==> src/hdl/ils_pkg.sv <==
// Shared types and constants for the indexed list store.
// Used by the controller, the datapath, the top level and the checker.
`timescale 1ns / 1ps
`default_nettype none

package ils_pkg;

  localparam int CAPACITY = 1024;
  localparam int ADDR_W   = (CAPACITY > 1) ? $clog2(CAPACITY) : 1;
  localparam int CNT_W    = $clog2(CAPACITY + 1);
  localparam int CMP_W    = (CNT_W > 11) ? CNT_W + 1 : 12;
  localparam int VAL_W    = 32;
  localparam int POS_W    = 12;
  localparam int OP_W     = 3;
  localparam int LEN_W    = 11;

  typedef enum logic [OP_W-1:0] {
    OP_GET     = 3'd0,
    OP_INS_HD  = 3'd1,
    OP_INS_TL  = 3'd2,
    OP_INS_POS = 3'd3,
    OP_DEL     = 3'd4
  } op_t;

  // What the decoded request will do.
  typedef enum logic [2:0] {
    K_NONE,
    K_GET,
    K_GET_BAD,
    K_INS,
    K_DEL
  } kind_t;

  typedef enum logic [2:0] {
    S_IDLE,
    S_DECODE,
    S_GET_WAIT,
    S_SHIFT_UP,
    S_PLACE,
    S_SHIFT_DN,
    S_RESP
  } state_t;

  typedef struct packed {
    logic load;
    logic rd_get;
    logic step_up;
    logic step_dn;
    logic write_val;
    logic inc;
    logic dec;
    logic respond;
  } cmd_t;

  typedef struct packed {
    kind_t kind;
    logic  at_end;
  } status_t;

endpackage

`default_nettype wire

==> src/hdl/ils_ctrl.sv <==
// Controller state machine for the indexed list store.
// Depends on ils_pkg; drives the datapath through a cmd_t word.
`timescale 1ns / 1ps
`default_nettype none

module ils_ctrl (
  input  wire              clk,
  input  wire              rst_n,
  input  wire              start,
  input  ils_pkg::status_t status,
  output ils_pkg::cmd_t    cmd,
  output logic             busy
);

  ils_pkg::state_t state_r, state_nxt;

  always_ff @(posedge clk) begin
    if (!rst_n) begin
      state_r <= ils_pkg::S_IDLE;
    end else begin
      state_r <= state_nxt;
    end
  end

  always_comb begin
    state_nxt = state_r;
    cmd       = '0;
    busy      = 1'b1;
    case (state_r)
      ils_pkg::S_IDLE: begin
        busy = 1'b0;
        if (start) begin
          cmd.load  = 1'b1;
          state_nxt = ils_pkg::S_DECODE;
        end
      end
      ils_pkg::S_DECODE: begin
        case (status.kind)
          ils_pkg::K_GET: begin
            cmd.rd_get = 1'b1;
            state_nxt  = ils_pkg::S_GET_WAIT;
          end
          ils_pkg::K_INS: state_nxt = ils_pkg::S_SHIFT_UP;
          ils_pkg::K_DEL: state_nxt = ils_pkg::S_SHIFT_DN;
          default:        state_nxt = ils_pkg::S_RESP;
        endcase
      end
      ils_pkg::S_GET_WAIT: state_nxt = ils_pkg::S_RESP;
      ils_pkg::S_SHIFT_UP: begin
        // the last pending write drains in the cycle at_end shows
        if (status.at_end) begin
          state_nxt = ils_pkg::S_PLACE;
        end else begin
          cmd.step_up = 1'b1;
        end
      end
      ils_pkg::S_PLACE: begin
        cmd.write_val = 1'b1;
        cmd.inc       = 1'b1;
        state_nxt     = ils_pkg::S_RESP;
      end
      ils_pkg::S_SHIFT_DN: begin
        if (status.at_end) begin
          cmd.dec   = 1'b1;
          state_nxt = ils_pkg::S_RESP;
        end else begin
          cmd.step_dn = 1'b1;
        end
      end
      ils_pkg::S_RESP: begin
        cmd.respond = 1'b1;
        state_nxt   = ils_pkg::S_IDLE;
      end
      default: state_nxt = ils_pkg::S_IDLE;
    endcase
  end

endmodule

`default_nettype wire

==> config.mk <==
export PLATFORM = sky130hd
export DESIGN_NAME = ils_ctrl
export DESIGN_NICKNAME = d
export VERILOG_FILES = /design/src/hdl/ils_pkg.sv /design/src/hdl/ils_ctrl.sv
export SDC_FILE = /design/constraint.sdc
export NUM_CORES = 1
export LEC_CHECK = 0
export ABC_AREA = 0
export BUFFER_PORTS_ARGS = -buffer_cell sky130_fd_sc_hd__buf_4
export CAP_MARGIN = 0
export CORE_AREA = 4 4 41 43
export DETAILED_ROUTE_END_ITERATION = 7
export DIE_AREA = 0 0 45 47
export SYNTH_ARGS = -nofsm -noshare
export SYNTH_HDL_FRONTEND = slang
export SYNTH_SLANG_ARGS = --single-unit
==> constraint.sdc <==
create_clock -name clk -period 1.5 [get_ports clk]
set_clock_uncertainty 0.2 [all_clocks]
set_input_delay 0 -clock clk [delete_from_list [all_inputs] [get_ports clk]]
set_output_delay 0 -clock clk [all_outputs]
set_load 0.01 [all_outputs]
==> qor.csv <==
metric,value,unit
die_w,45,um
fin_util,36.3,%
syn_inst,35,
insertedDiodeCount,0,
rsz0062_at_grt,false,
yosys.area.top_type,dfxtp_1,
setup_viol,0,
vias,347,
io_buffers,15,
largest_reg_flops,3,
p_per_area,1530,nW/um2
avgSynthCellArea,7.19,um2
final_nets,66,
path_max_fanout,5,
grt_pass1_vias,319,
place_congestion,0.741,
cts_root_buf,clkbuf_4,
cts.sinks,3,
max_freq,0.692,GHz
drt_iter0_markers,14,
drcViolationCount,0,
synth_cell_types,22,
htreeDepth,1,
cts_inserted_buffers,3,
arrival,1240,ps
fill_cells,147,
postCtsSetupRepairBufs,0,
yosys_warnings,0,
fp-row-count,13,
postPlaceCellArea,370,um2
initial_utilization,19.3,%
period_needed,1440,ps
synth_top_cell_area_share,23.9,%
reg2regPathDepth,3,
regMostFlops,state_r,
ios,16,
dr.pass1.iters,4,
crit_path_end_kind,primary output,
ys_ff_latch,3,
critPathKind,in -> out,
status,"complete, no violations",
area_delta_synth_final,87.6,%
insertion_delay,240,ps
clockBufferDepth,2,
drv_slew,0,
p_total,723,uW
min-delay-path-class,in -> reg,
maxCapViolCount,0,
fp.dieH,47,um
synth_seq_area_share,23.9,%
routed_via_density,4.75,
hold_ws,27.9,ps
cts_tree,yes,
multiInputGateArea,179,um2
hold_path_depth,4,
cp.required,1300,ps
antenna_found_initial,0,
grt-ovfl-total,0,
ant_nets,0,
tightest_slew,276,ps
dp_hpwl,543,um
leakagePower,0.000219,uW
clk_pin_slew_worst_paths,40,ps
syn_nets,42,
finalCritPeriodShare,96.3,%
hold_viol,0,
stdcell_area,472,um2
grt_max_degree,10,
wl,780,um
reg.largest.list,state_r (3),
synthesis.area,251,um2
ir_drop,496,uV
drive_gt1_share,46.6,%
seq_area,63.8,um2
drt-wirelength-per-cell,10.7,um
max_slew_margin,81.5,%
design.die.area,2120,um2
crit_path_start_kind,primary input,
grt_pass1_wl,1280,um
coreArea,1300,um2
setup_tns,0,ps
synth_area_leaders,"dfxtp_1 (24%), a221oi_1 (10%), nand2_1 (7.5%)",
grt_usage,8.68,%
-- report_power, final --
part           leakage (uW)  total [uW]  internal [uW]  switching (uW)
combinational      0.000178         380            199             182
clock             0.0000150         146           99.9            45.7
sequential        0.0000258         197            125            72.2
-- through the flow --
step | setup slack, ps | cells
after global routing | 1.67 | 73
after global placement | 174 | 63
after detailed placement | 130 | 63
after floorplan | 209 | 35
final | 55.8 | 73
after CTS | 3.44 | 73
-- cell usage in the layout (no fill, tap or decap) --
master	n
o21ai_0	2
inv_1	2
clkbuf_1	1
nor2b_1	1
xnor2_1	1
nand2_1	5
a221oi_1	3
o211ai_1	1
nor4b_2	1
nor2_1	3
a21o_2	1
or4_1	1
nor4_1	1
nor3_1	1
clkbuf_4	3
nor3b_2	1
and3_1	1
inv_2	1
dlygate4sd3_1	6
or2b_1	1
nand2b_1	1
dfxtp_2	3
buf_4	15
and3_2	2
-- critical path, cell delays in order --
cell	delay, ps
dlygate4sd3_1	540
buf_4	150
or2b_1	250
nor3b_2	160
buf_4	140
-- worst paths after layout --
kind	end	startpoint	slack, ps
max	cmd[5]	status[0]	60
min	state_r[2]	status[3]	30
max reg2reg	state_r[0]	state_r[0]	140
min reg2reg	state_r[2]	state_r[0]	320
-- logic make-up after synthesis --
group           count (synthesis)  synth area share (%)
flops                           3                  23.9
compound gates                  7                  20.9
xor+xnor                        1                  3.48
simple gates                   19                  42.3
buf+inv                         5                  9.45
-- what timing repair did --
| action | CTS | global route |
|---|---|---|
| gates resized for setup | 1 | 4 |
| hold endpoints to repair | 3 | 0 |
| hold buffers | 6 | 0 |
| pin swaps | 0 | 0 |
| endpoints found under the setup margin | 1 | 6 |
| gates cloned | 0 | 0 |
-- final cells by class --
cell class | count | area share [%]
sequential | 3 | 13.5
inverter | 3 | 2.39
multi-input combinational | 27 | 37.9
clock buffer | 4 | 5.57
tap | 15 | 3.98
timing repair buffer | 21 | 36.6
-- metal layers --
metal / up-vias / wire length [um] / GRT usage (%)
met3: 2 / 68 / 3.83
met2: 13 / 364 / 13.0
met1: 159 / 339 / 9.52
met4: 0 / 8 / 7.02
met5: - / 0 / 0
li1: 173 / - / -
-- cell usage after synthesis --
library cell / instances
nand2_1: 5
a221oi_1: 3
dfxtp_1: 3
nor2_1: 3
and3_2: 2
inv_1: 2
o21ai_0: 2
a21o_2: 1
and3_1: 1
buf_2: 1
buf_4: 1
inv_2: 1
nand2b_1: 1
nor2b_1: 1
nor3_1: 1
nor3b_1: 1
nor4_1: 1
nor4b_1: 1
o211ai_1: 1
or2b_1: 1
or4_1: 1
xnor2_1: 1
No activity file was read; power rests on OpenSTA's default activity.
